--- config.mk ---
export PLATFORM = sky130hd
export DESIGN_NAME = bounded_vector_push_pop_insert_core
export DESIGN_NICKNAME = d
export VERILOG_FILES = /design/src/rtl/bvpi_pkg.sv /design/src/rtl/bvpi_mem.sv /design/src/rtl/bvpi_ctrl.sv /design/src/rtl/bounded_vector_push_pop_insert_core.sv
export SDC_FILE = /design/constraint.sdc
export NUM_CORES = 1
export LEC_CHECK = 0
export ABC_AREA = 1
export BUFFER_PORTS_ARGS = -buffer_cell sky130_fd_sc_hd__buf_2
export CAP_MARGIN = 20
export CORE_MARGIN = 10
export CORE_UTILIZATION = 50
export DETAILED_ROUTE_END_ITERATION = 7
export GPL_ROUTABILITY_DRIVEN = 0
export PLACE_DENSITY = 0.74
export SLEW_MARGIN = 20
export SYNTH_ARGS = -nofsm -noshare
export SYNTH_HDL_FRONTEND = slang
export SYNTH_SLANG_ARGS = --single-unit
export TNS_END_PERCENT = 100
--- constraint.sdc ---
create_clock -name i_clk -period 5.8 [get_ports i_clk]
set_clock_uncertainty 0.15 [all_clocks]
set_input_delay 0.29 -clock i_clk [delete_from_list [all_inputs] [get_ports i_clk]]
set_output_delay 0.29 -clock i_clk [all_outputs]
set_load 0.02 [all_outputs]
--- src/rtl/bvpi_pkg.sv ---
// Shared types and codes for the bounded vector core.
// No dependencies; imported by bvpi_ctrl and bounded_vector_push_pop_insert_core.
`default_nettype none
package bvpi_pkg;

    localparam int KIND_W   = 2;
    localparam int POS_W    = 4;
    localparam int DATA_W   = 32;
    localparam int STATUS_W = 2;
    localparam int COUNT_W  = 5;

    localparam logic [KIND_W-1:0] KIND_PUSH   = 2'd0;
    localparam logic [KIND_W-1:0] KIND_POP    = 2'd1;
    localparam logic [KIND_W-1:0] KIND_INSERT = 2'd2;
    localparam logic [KIND_W-1:0] KIND_CLEAR  = 2'd3;

    localparam logic [STATUS_W-1:0] ST_OK     = 2'd0;
    localparam logic [STATUS_W-1:0] ST_FULL   = 2'd1;
    localparam logic [STATUS_W-1:0] ST_EMPTY  = 2'd2;
    localparam logic [STATUS_W-1:0] ST_BADPOS = 2'd3;

    // Result word handed from the sequencer to the output register.
    typedef struct packed {
        logic [DATA_W-1:0]   data_out;
        logic [STATUS_W-1:0] status;
        logic [COUNT_W-1:0]  count_after;
    } t_res;

endpackage
`default_nettype wire

--- src/rtl/bvpi_mem.sv ---
// Element storage: one write port, one read port with registered data.
// No package dependencies.
`default_nettype none
module bvpi_mem #(
    parameter int DEPTH         = 16,
    parameter int ELEMENT_WIDTH = 32,
    parameter int AW            = 4
) (
    input  wire logic                     i_clk,
    input  wire logic                     i_we,
    input  wire logic [AW-1:0]            i_waddr,
    input  wire logic [ELEMENT_WIDTH-1:0] i_wdata,
    input  wire logic                     i_re,
    input  wire logic [AW-1:0]            i_raddr,
    output logic      [ELEMENT_WIDTH-1:0] o_rdata
);

    logic [ELEMENT_WIDTH-1:0] r_mem [DEPTH];
    logic [ELEMENT_WIDTH-1:0] r_rdata;

    always_ff @(posedge i_clk) begin
        if (i_we) begin
            r_mem[i_waddr] <= i_wdata;
        end
    end

    // Hold read data until the next read.
    always_ff @(posedge i_clk) begin
        if (i_re) begin
            r_rdata <= r_mem[i_raddr];
        end
    end

    assign o_rdata = r_rdata;

endmodule
`default_nettype wire

--- src/rtl/bvpi_ctrl.sv ---
// Sequencer: decodes one operation, tracks the fill count and moves
// elements up one slot per step through the storage ports. Uses bvpi_pkg.
`default_nettype none
module bvpi_ctrl #(
    parameter int DEPTH         = 16,
    parameter int ELEMENT_WIDTH = 32,
    parameter int AW            = 4
) (
    input  wire logic                          i_clk,
    input  wire logic                          i_rst_n,
    input  wire logic                          i_in_valid,
    output logic                               o_in_stall,
    input  wire logic [bvpi_pkg::KIND_W-1:0]   i_kind,
    input  wire logic [bvpi_pkg::POS_W-1:0]    i_position,
    input  wire logic [bvpi_pkg::DATA_W-1:0]   i_data_in,
    output logic                               o_res_valid,
    output bvpi_pkg::t_res                     o_res,
    input  wire logic                          i_res_take,
    output logic                               o_we,
    output logic [AW-1:0]                      o_waddr,
    output logic [ELEMENT_WIDTH-1:0]           o_wdata,
    output logic                               o_re,
    output logic [AW-1:0]                      o_raddr,
    input  wire logic [ELEMENT_WIDTH-1:0]      i_rdata
);
    import bvpi_pkg::*;

    localparam int CW  = $clog2(DEPTH + 1);
    localparam int EXW = (ELEMENT_WIDTH > DATA_W) ? ELEMENT_WIDTH : DATA_W;
    localparam int PXW = (AW > POS_W) ? AW : POS_W;
    localparam int CXW = (CW > COUNT_W) ? CW : COUNT_W;

    localparam logic [2:0] S_IDLE = 3'd0;
    localparam logic [2:0] S_RD   = 3'd1;
    localparam logic [2:0] S_WR   = 3'd2;
    localparam logic [2:0] S_FIN  = 3'd3;
    localparam logic [2:0] S_DONE = 3'd4;

    logic [2:0]               r_state, n_state;
    logic [CW-1:0]            r_count, n_count;
    logic [AW-1:0]            r_idx, n_idx;
    logic [AW-1:0]            r_pos, n_pos;
    logic [ELEMENT_WIDTH-1:0] r_val, n_val;
    logic [STATUS_W-1:0]      r_status, n_status;
    logic                     r_use_rd, n_use_rd;

    logic                     w_accept;
    logic                     w_full;
    logic                     w_empty;
    logic                     w_badpos;
    logic [EXW-1:0]           w_din_ext;
    logic [EXW-1:0]           w_rd_ext;
    logic [PXW-1:0]           w_pos_ext;
    logic [CXW-1:0]           w_cnt_ext;
    logic [AW-1:0]            w_tail;
    logic [AW-1:0]            w_idx_dn;

    assign w_accept  = i_in_valid && (r_state == S_IDLE);
    assign w_full    = (r_count == CW'(DEPTH));
    assign w_empty   = (r_count == '0);
    assign w_badpos  = (32'(i_position) >= 32'(r_count));
    assign w_din_ext = EXW'(i_data_in);
    assign w_rd_ext  = EXW'(i_rdata);
    assign w_pos_ext = PXW'(i_position);
    assign w_cnt_ext = CXW'(r_count);
    assign w_tail    = r_count[AW-1:0];
    assign w_idx_dn  = r_idx - AW'(1);

    always_comb begin
        n_state  = r_state;
        n_count  = r_count;
        n_idx    = r_idx;
        n_pos    = r_pos;
        n_val    = r_val;
        n_status = r_status;
        n_use_rd = r_use_rd;
        o_we     = 1'b0;
        o_waddr  = w_tail;
        o_wdata  = w_din_ext[ELEMENT_WIDTH-1:0];
        o_re     = 1'b0;
        o_raddr  = w_tail - AW'(1);

        unique case (r_state)
            S_IDLE: begin
                if (w_accept) begin
                    n_status = ST_OK;
                    n_use_rd = 1'b0;
                    n_state  = S_DONE;
                    n_val    = w_din_ext[ELEMENT_WIDTH-1:0];
                    n_pos    = w_pos_ext[AW-1:0];
                    n_idx    = w_tail;
                    unique case (i_kind)
                        KIND_PUSH: begin
                            if (w_full) begin
                                n_status = ST_FULL;
                            end else begin
                                o_we    = 1'b1;
                                n_count = r_count + CW'(1);
                            end
                        end
                        KIND_POP: begin
                            if (w_empty) begin
                                n_status = ST_EMPTY;
                            end else begin
                                o_re     = 1'b1;
                                n_use_rd = 1'b1;
                                n_count  = r_count - CW'(1);
                            end
                        end
                        KIND_INSERT: begin
                            if (w_full) begin
                                n_status = ST_FULL;
                            end else if (w_badpos) begin
                                n_status = ST_BADPOS;
                            end else begin
                                n_count = r_count + CW'(1);
                                n_state = S_RD;
                            end
                        end
                        KIND_CLEAR: begin
                            n_count = '0;
                        end
                        default: begin
                            n_state = S_IDLE;
                        end
                    endcase
                end
            end
            S_RD: begin
                // Fetch the element just below the slot being filled.
                o_re    = 1'b1;
                o_raddr = w_idx_dn;
                n_state = S_WR;
            end
            S_WR: begin
                o_we    = 1'b1;
                o_waddr = r_idx;
                o_wdata = i_rdata;
                n_idx   = w_idx_dn;
                n_state = (w_idx_dn == r_pos) ? S_FIN : S_RD;
            end
            S_FIN: begin
                o_we    = 1'b1;
                o_waddr = r_pos;
                o_wdata = r_val;
                n_state = S_DONE;
            end
            S_DONE: begin
                if (i_res_take) begin
                    n_state = S_IDLE;
                end
            end
            default: begin
                n_state = S_IDLE;
            end
        endcase
    end

    always_ff @(posedge i_clk) begin
        if (!i_rst_n) begin
            r_state <= S_IDLE;
            r_count <= '0;
        end else begin
            r_state <= n_state;
            r_count <= n_count;
        end
    end

    always_ff @(posedge i_clk) begin
        r_idx    <= n_idx;
        r_pos    <= n_pos;
        r_val    <= n_val;
        r_status <= n_status;
        r_use_rd <= n_use_rd;
    end

    assign o_in_stall        = (r_state != S_IDLE);
    assign o_res_valid       = (r_state == S_DONE);
    assign o_res.data_out    = r_use_rd ? w_rd_ext[DATA_W-1:0] : '0;
    assign o_res.status      = r_status;
    assign o_res.count_after = w_cnt_ext[COUNT_W-1:0];

endmodule
`default_nettype wire

--- src/rtl/bounded_vector_push_pop_insert_core.sv ---
// Top level of the bounded vector: sequencer, element storage and the
// output register. Uses bvpi_pkg, bvpi_ctrl and bvpi_mem.
//
// A vector of up to DEPTH elements with push, pop, insert-at-position and
// clear. One operation is taken at a time: o_in_stall stays high from
// acceptance until the result word moves into the output register. Push,
// pop, clear and every rejected operation go from acceptance straight to
// the sequencer's done state, from which the result word is loaded into
// the output register. An insert moves each element from the insert point
// upward by one slot through the one read port and one write port of the
// storage, a read state then a write state per element, then writes the
// new element in a final state before the done state. The output register
// frees the sequencer, so the next word is taken while a result still waits
// downstream; while that register holds a stalled word, a finished result
// waits in the sequencer's done state and o_in_stall stays high.
// Slot contents are not reset; clear only zeroes the count.
`default_nettype none
module bounded_vector_push_pop_insert_core #(
    parameter int DEPTH         = 16,
    parameter int ELEMENT_WIDTH = 32
) (
    input  wire logic                              i_clk,
    input  wire logic                              i_rst_n,
    input  wire logic                              i_in_valid,
    output logic                                   o_in_stall,
    input  wire logic [bvpi_pkg::KIND_W-1:0]       i_kind,
    input  wire logic [bvpi_pkg::POS_W-1:0]        i_position,
    input  wire logic [bvpi_pkg::DATA_W-1:0]       i_data_in,
    output logic                                   o_out_valid,
    input  wire logic                              i_out_stall,
    output logic [bvpi_pkg::DATA_W-1:0]            o_data_out,
    output logic [bvpi_pkg::STATUS_W-1:0]          o_status,
    output logic [bvpi_pkg::COUNT_W-1:0]           o_count_after
);
    import bvpi_pkg::*;

    localparam int AW = (DEPTH > 1) ? $clog2(DEPTH) : 1;

    logic                     w_we;
    logic [AW-1:0]            w_waddr;
    logic [ELEMENT_WIDTH-1:0] w_wdata;
    logic                     w_re;
    logic [AW-1:0]            w_raddr;
    logic [ELEMENT_WIDTH-1:0] w_rdata;
    logic                     w_res_valid;
    t_res                     w_res;
    logic                     w_take;

    logic                     r_out_valid;
    t_res                     r_out;

    bvpi_ctrl #(
        .DEPTH         (DEPTH),
        .ELEMENT_WIDTH (ELEMENT_WIDTH),
        .AW            (AW)
    ) u_ctrl (
        .i_clk       (i_clk),
        .i_rst_n     (i_rst_n),
        .i_in_valid  (i_in_valid),
        .o_in_stall  (o_in_stall),
        .i_kind      (i_kind),
        .i_position  (i_position),
        .i_data_in   (i_data_in),
        .o_res_valid (w_res_valid),
        .o_res       (w_res),
        .i_res_take  (w_take),
        .o_we        (w_we),
        .o_waddr     (w_waddr),
        .o_wdata     (w_wdata),
        .o_re        (w_re),
        .o_raddr     (w_raddr),
        .i_rdata     (w_rdata)
    );

    bvpi_mem #(
        .DEPTH         (DEPTH),
        .ELEMENT_WIDTH (ELEMENT_WIDTH),
        .AW            (AW)
    ) u_mem (
        .i_clk   (i_clk),
        .i_we    (w_we),
        .i_waddr (w_waddr),
        .i_wdata (w_wdata),
        .i_re    (w_re),
        .i_raddr (w_raddr),
        .o_rdata (w_rdata)
    );

    // Load a new word when the output register is empty or draining.
    assign w_take = w_res_valid && (!r_out_valid || !i_out_stall);

    always_ff @(posedge i_clk) begin
        if (!i_rst_n) begin
            r_out_valid <= 1'b0;
        end else if (w_take) begin
            r_out_valid <= 1'b1;
        end else if (!i_out_stall) begin
            r_out_valid <= 1'b0;
        end
    end

    always_ff @(posedge i_clk) begin
        if (w_take) begin
            r_out <= w_res;
        end
    end

    assign o_out_valid   = r_out_valid;
    assign o_data_out    = r_out.data_out;
    assign o_status      = r_out.status;
    assign o_count_after = r_out.count_after;

endmodule
`default_nettype wire

# Yosys cells after proc, flatten, opt, wreduce, memory -nomap -nowiden
# Memory sizes are Yosys's and may differ from the RTL's. A register that Yosys moved wholly into a read port is not among the register bits.
# Cells that the tools add are included.
[word_totals]
register_bits = 91
ram_bits = 512
output_inout_bits = 41
wordCells = 82
mem_count = 1
[mem_list]
columns = ["name", "depth", "word_bits", "read_ports", "rd_clocked_by_memory_dff", "write_ports", "line", "source"]
rows = [
  ["u_mem.r_mem", 16, 32, 1, 1, 1, "bvpi_mem.sv:18", "logic [ELEMENT_WIDTH-1:0] r_mem [DEPTH];"],
]
[op_classes]
addsub = 4
magnitude_cmp = 1
n_eq_ne = 16
muxes = 34
n_reduce_logical = 15
[op_table]
columns = ["operator", "n"]
rows = [
  ["case mux 32 bit (2 select lines)", 1],
  ["2-to-1 mux 5 bit", 4],
  ["case mux 5 bit (4 select lines)", 1],
  ["case mux 4 bit (2 select lines)", 2],
  ["2-to-1 mux 3 bit", 5],
  ["case mux 3 bit (5 select lines)", 1],
  ["2-to-1 mux 1 bit", 11],
  ["2-to-1 mux 2 bit", 4],
  ["2-to-1 mux 4 bit", 2],
  ["!= test 2 bit, second input constant", 4],
  ["subtractor 4 x 1 -> 4 bit, second input constant", 2],
  ["== test 3 x 2 -> 1 bit, second input constant", 2],
  ["!= test 2 x 1 -> 1 bit, second input constant", 3],
  ["case mux 2 bit (3 select lines)", 1],
  ["AND reduction 2 bit", 3],
  ["AND reduction 6 bit", 1],
  ["adder 5 x 1 -> 5 bit, second input constant", 1],
  ["== test 5 bit, second input constant", 1],
  ["greater-or-equal comparator 4 x 5 -> 1 bit", 1],
  ["zero test 5 bit", 1],
  ["subtractor 5 x 1 -> 5 bit, second input constant", 1],
  ["== test 2 bit, second input constant", 2],
  ["== test 4 bit", 1],
  ["case mux 1 bit (2 select lines)", 2],
  ["11 further kinds", 13],
]

# Logic depth before layout (Yosys ltp)
[depth]
word_depth = 7
ltp_mapped = 12
depth_no_buf = 12

# Modules after synthesis
# A second synthesis with hierarchy kept.
[unflattened]
hier_cells = 2566
hier_area_um2 = 27391.3
[modules_own_cells]
columns = ["module", "n_inst", "cells_per_inst", "area_per_inst_um2", "seq_area_each_um2"]
rows = [
  ["bvpi_mem", 1, 2120, 23050.9, 16335.7],
  ["bvpi_ctrl", 1, 401, 3124.2, 1451.4],
  ["bounded_vector_push_pop_insert_core", 1, 45, 1216.2, 1191.1],
]

# Worst setup path before layout
# Ideal clock, no wire load.
[synth_path]
path_kind = "reg2reg"
startpoint = "register u_ctrl.r_state[0]"
endpoint = "register u_mem.r_rdata[0], in the netlist u_mem.o_rdata[0], read port of u_mem.r_mem (enable)"
setup_ps = 466
arrival_ps = 4335
t_required_ps = 5184
path_slack_ps = 849
path_stages_with_launch = 6
path_buffers = 0
synth_period_minus_slack_ps = 4951
path_cell_list = "dfxtp_1 inv_2 nand3_1 nor2_2 inv_1 o21ai_0"
[synth_between]
elab_chain_cells = 4
word_cells_on_any_way = 6
classes_between = "1 x eq/ne; 3 x mux; 2 x reduce/logical"
[synth_rtl]
columns = ["element", "line", "source"]
rows = [
  ["start, declared", "bvpi_ctrl.sv:39", "logic [2:0] r_state, n_state;"],
  ["start signal, assigned", "bvpi_ctrl.sv:164", "r_state <= n_state;"],
  ["zero test 3 bit", "bvpi_ctrl.sv:58, bvpi_ctrl.sv:83", ""],
  ["logical AND 1 bit", "bvpi_ctrl.sv:58", "assign w_accept = i_in_valid && (r_state == S_IDLE);"],
  ["2-to-1 mux 1 bit", "bvpi_ctrl.sv:85", "if (w_accept) begin"],
  ["case mux 1 bit (2 select lines) (*)", "bvpi_ctrl.sv:83", "unique case (r_state)"],
  ["via u_ctrl.o_re", "bvpi_ctrl.sv:22", "output logic o_re,"],
  ["end, declared", "bvpi_mem.sv:19", "logic [ELEMENT_WIDTH-1:0] r_rdata;"],
]
# Mark *: on every way through the listed nets, which the timed path passes. The rest lies on a longest branch.
# A chain may end at the register's enable or synchronous reset.

# Final worst setup path
[layout_path]
startpoint = "register u_ctrl.r_state[2]"
endpoint = "register u_mem.r_rdata[20], in the netlist u_mem.o_rdata[20], read port of u_mem.r_mem, data pin"
[layout_between]
elab_chain_cells = 4
word_cells_on_any_way = 6
classes_between = "1 x eq/ne; 3 x mux; 2 x reduce/logical"
[layout_rtl]
columns = ["element", "line"]
rows = [
  ["zero test 3 bit", "bvpi_ctrl.sv:58, bvpi_ctrl.sv:83"],
  ["logical AND 1 bit", "bvpi_ctrl.sv:58"],
  ["2-to-1 mux 1 bit", "bvpi_ctrl.sv:85"],
  ["case mux 1 bit (2 select lines)", "bvpi_ctrl.sv:83"],
]
# Parallel ways exist; a longest one is shown, timed or not.

==> run_summary.xml <==
<?xml version="1.0" encoding="UTF-8"?>
<metrics>
  <group name="floorplan">
    <metric name="io_pins" unit="">83</metric>
    <metric name="fp.dieH" unit="um">255</metric>
    <metric name="chipWidth" unit="um">255</metric>
    <metric name="fp.coreArea" unit="um2">54900</metric>
    <metric name="placement_rows" unit="">86</metric>
    <metric name="start_util" unit="%">50.3</metric>
    <metric name="area_of_the_die" unit="um2">65000</metric>
  </group>
  <group name="cts">
    <metric name="clk_path_buf_depth" unit="">3</metric>
    <metric name="cts_buf_count" unit="">60</metric>
    <metric name="tritoncts" unit="">built</metric>
    <metric name="cts.clk_slew.worst_paths" unit="ps">60</metric>
    <metric name="worstSkewPairLatency" unit="ps">630</metric>
    <metric name="htree_num_levels" unit="">2</metric>
    <metric name="cts.root.buffer_cell" unit="">sky130_fd_sc_hd__clkbuf_16</metric>
    <metric name="clock_sinks" unit="">635</metric>
  </group>
  <group name="synthesis">
    <metric name="synthesis.yosys.warnings" unit="">0</metric>
    <metric name="yosys_register_bits" unit="">635</metric>
    <metric name="synth_seq_area_share" unit="%">68.7</metric>
    <metric name="synth_largest_area_cell" unit="">sky130_fd_sc_hd__edfxtp_1</metric>
    <metric name="syn-instance-count" unit="">2557</metric>
    <metric name="synthDistinctLibCells" unit="">27</metric>
    <metric name="synth_fp_nets" unit="">2610</metric>
    <metric name="netlist.area_leader.share" unit="%">68.1</metric>
    <metric name="synth_area_leaders" unit="">sky130_fd_sc_hd__edfxtp_1 (68%), sky130_fd_sc_hd__nand3_1 (9.2%), sky130_fd_sc_hd__nand2_1 (7.9%), sky130_fd_sc_hd__inv_1 (6.6%), sky130_fd_sc_hd__nand3b_1 (2.6%)</metric>
    <metric name="avgSynthCellArea" unit="um2">10.8</metric>
    <metric name="syn-cell-area" unit="um2">27600</metric>
  </group>
  <group name="route">
    <metric name="avgRoutedWirePerCell" unit="um">19.0</metric>
    <metric name="ant_nets" unit="">0</metric>
    <metric name="first_pass_iteration_count_of_the_detailed_router" unit="">5</metric>
    <metric name="routed_length_on_met3" unit="um">4870</metric>
    <metric name="highest_layer" unit="">met5</metric>
    <metric name="routed-via-count" unit="">18326</metric>
    <metric name="detail_route.vias_per_cell" unit="">5.40</metric>
    <metric name="wl_met1" unit="um">25600</metric>
    <metric name="detailedRoute.firstIterationViolations" unit="">2044</metric>
    <metric name="met2_length" unit="um">32300</metric>
    <metric name="drc" unit="">0</metric>
    <metric name="routed_wirelength" unit="um">64600</metric>
  </group>
  <group name="timing">
    <metric name="grt_setup_unrepaired" unit="">false</metric>
    <metric name="worst-slew-pin-transition" unit="ps">1100</metric>
    <metric name="timing.final.hold_violations" unit="">0</metric>
    <metric name="timing.max_slew.rel_slack" unit="%">26.4</metric>
    <metric name="slew_violations" unit="">0</metric>
    <metric name="setup_viol_count_final" unit="">0</metric>
    <metric name="setup_tns" unit="ps">0</metric>
    <metric name="finalWorstPathRequiredPeriod" unit="ps">3650</metric>
    <metric name="peak_clock_frequency_supported_by_timing" unit="MHz">274</metric>
    <metric name="min_period_over_period" unit="%">62.9</metric>
  </group>
  <group name="power_and_ir_drop">
    <metric name="ir_worst_vdd" unit="V">0.000366</metric>
    <metric name="power_switching" unit="W">0.00321</metric>
    <metric name="power_frac_seq" unit="%">47.4</metric>
    <metric name="internal" unit="W">0.00800</metric>
    <metric name="power.switching_fraction" unit="%">28.6</metric>
    <metric name="relative_contribution_of_the_clock_network_to_total_power" unit="%">34.1</metric>
    <metric name="power_density_of_the_placed_cells" unit="nW/um2">358</metric>
    <metric name="share_comb_of_total_power" unit="%">18.5</metric>
    <metric name="power_leakage" unit="nW">12.9</metric>
  </group>
  <group name="placed_design">
    <metric name="dp_cells" unit="">3236</metric>
    <metric name="hpwlAfterDp" unit="um">36400</metric>
    <metric name="placement.io_buffers" unit="">82</metric>
  </group>
  <group name="final_layout">
    <metric name="syn_to_final_growth" unit="%">13.3</metric>
    <metric name="final_cell_count_no_fill" unit="">3394</metric>
    <metric name="antennaDiodeCount" unit="">0</metric>
    <metric name="num-nets-final" unit="">2696</metric>
    <metric name="post_route_cells_drive_above_1_share" unit="%">8.70</metric>
  </group>
  <group name="critical_path">
    <metric name="cp_data_required_time" unit="ps">6010</metric>
    <metric name="critical_path_start_type" unit="">flop</metric>
    <metric name="startpoint_of_the_worst_slack_reg_to_reg_timing_path" unit="">u_ctrl.r_state[2]$_SDFFE_PN0P_</metric>
    <metric name="cp_cell_sequence" unit="">inv_2 -&gt; nand3_2 -&gt; nand2_4 -&gt; nand2_4 -&gt; buf_12 -&gt; nand2_1 -&gt; nand3_1 -&gt; nand3_1 -&gt; nand3_1 -&gt; nand2_1</metric>
    <metric name="cp_max_fo" unit="">93</metric>
    <metric name="critPathKind" unit="">reg -&gt; reg</metric>
    <metric name="startpoint" unit="">u_ctrl.r_state[2]$_SDFFE_PN0P_</metric>
    <metric name="cpMaxStageDelayCell" unit="">sky130_fd_sc_hd__nand2_4</metric>
    <metric name="reg2reg_slack" unit="ps">2150</metric>
    <metric name="wp_data_arrival" unit="ps">3860</metric>
    <metric name="worst_setup_path_end_kind" unit="">flop</metric>
    <metric name="critical-path-top-cell-by-count" unit="">sky130_fd_sc_hd__nand3_1</metric>
    <metric name="crit_path_max_incr_delay" unit="ps">770</metric>
  </group>
  <group name="worst_hold_path">
    <metric name="min_path_type" unit="">in -&gt; reg</metric>
    <metric name="source_of_the_worst_hold_timing_path" unit="">i_data_in[4]</metric>
  </group>
  <group name="global_routing">
    <metric name="global_route.overflow_total" unit="">0</metric>
    <metric name="all_layer_gr_usage" unit="%">19.8</metric>
    <metric name="first_global_vias" unit="">18258</metric>
    <metric name="antenna_found_initial" unit="">1</metric>
    <metric name="largest_net_degree_at_the_start_of_global_routing" unit="">129</metric>
    <metric name="grt_first_pass_wirelength" unit="um">100000</metric>
  </group>
  <group name="job">
    <metric name="timing.max_cap.violations" unit="">0</metric>
  </group>
  <group name="run_status">
    <metric name="result_of_the_run" unit="">complete, no violations</metric>
  </group>
</metrics>
worst max-delay path: cells and delay by family, from the launching register on:
family	cells	cell delay, ps
simple gates	8	2150
buf+inv	2	490
flops	1	360
metal layers:
| metal | track usage [%] | up-vias |
|---|---|---|
| met1 | 24.3 | 8819 |
| li1 | - | 8630 |
| met2 | 34.8 | 759 |
| met5 | 0 | - |
| met3 | 2.92 | 116 |
| met4 | 7.17 | 2 |
state kept, by name, summed over array words and instances (netlist names), 4 cells and up:
| name | count |
|---|---|
| u_mem.r_mem | 512 |
| u_mem.o_rdata | 32 |
| u_ctrl.r_pos | 4 |
| u_ctrl.r_val | 32 |
| u_ctrl.r_idx | 4 |
| o_count_after | 5 |
| o_data_out | 32 |
| u_ctrl.r_count | 5 |
stage by stage:
stage	hold WS, ps	setup slack, ps	util, %	total power, W	area (um2)
2_1_floorplan	239	849	-	0.00680	27600
6_report	241	2150	57.0	0.0112	31300
4_1_cts	214	2120	56.7	0.0112	31100
5_1_grt	235	1930	57.0	0.0117	31300
3_3_place_gp	256	2110	52.3	0.00738	28700
3_5_place_dp	265	2150	52.5	0.00744	28800
repair_timing:
| item | in CTS | in global routing |
|---|---|---|
| resized for setup | 0 | 0 |
| hold buffers | 43 | 0 |
| buffers inserted | 0 | 0 |
| endpoints found under the hold margin | 46 | 0 |
cell type report:
cell class / instances / area, um2
multi-input combinational: 1297 / 6370
clock buffer: 68 / 1530
clock inverter: 41 / 374
sequential: 635 / 19000
tap: 704 / 881
fill: 4272 / 23600
timing repair buffer: 155 / 1310
inverter: 494 / 1850
power groups by stage:
stage / logic, W / registers, W / clock network, W
finish: 0.00208 / 0.00531 / 0.00382
global route: 0.00228 / 0.00532 / 0.00406
CTS: 0.00206 / 0.00531 / 0.00387
detailed placement: 0.00203 / 0.00541 / 0
global placement: 0.00197 / 0.00540 / 0
floorplan: 0.00138 / 0.00542 / 0
synth_stat cells, drive strengths merged:
library cell / number
a21oi: 14
a22oi: 18
buf: 108
clkbuf: 23
dfxtp: 9
edfxtp: 626
fa: 1
ha: 10
inv: 494
nand2: 582
nand3: 509
nand3b: 97
nand4: 3
nor2: 36
o21ai: 17
o221ai: 1
xnor2: 3
xor2: 6
kinds of logic after synthesis:
| logic type | count (synthesis) | share of synthesized area [%] |
|---|---|---|
| fa+ha+maj | 11 | 0.526 |
| buf+inv | 625 | 8.99 |
| compound gates | 50 | 1.10 |
| simple gates | 1227 | 20.4 |
| xor+xnor | 9 | 0.285 |
| flops | 635 | 68.7 |
final timing paths:
path / end / cells after the start
worst max-delay path: u_mem.o_rdata[20]$_DFFE_PP_ / 10
worst min-delay path: u_ctrl.r_val[4]$_DFFE_PP_ / 2
worst max register to register: u_mem.o_rdata[20]$_DFFE_PP_ / 10
worst min register to register: o_status[1]$_DFFE_PP_ / 0
cell usage in the layout (no fill, tap or decap), drive strengths merged, types with 6 or more instances in the layout:
cell type and n:
clkbuf 68, ha 10, a21oi 14, inv 496, o21ai 17, bufinv 6, nand3b 97, dlygate4sd3 43
edfxtp 626, nand3 509, clkinv 30, xor2 6, dfxtp 9, nor2 36, nand2 582, buf 112
a22oi 18
No activity file was read; power rests on OpenSTA's default activity.
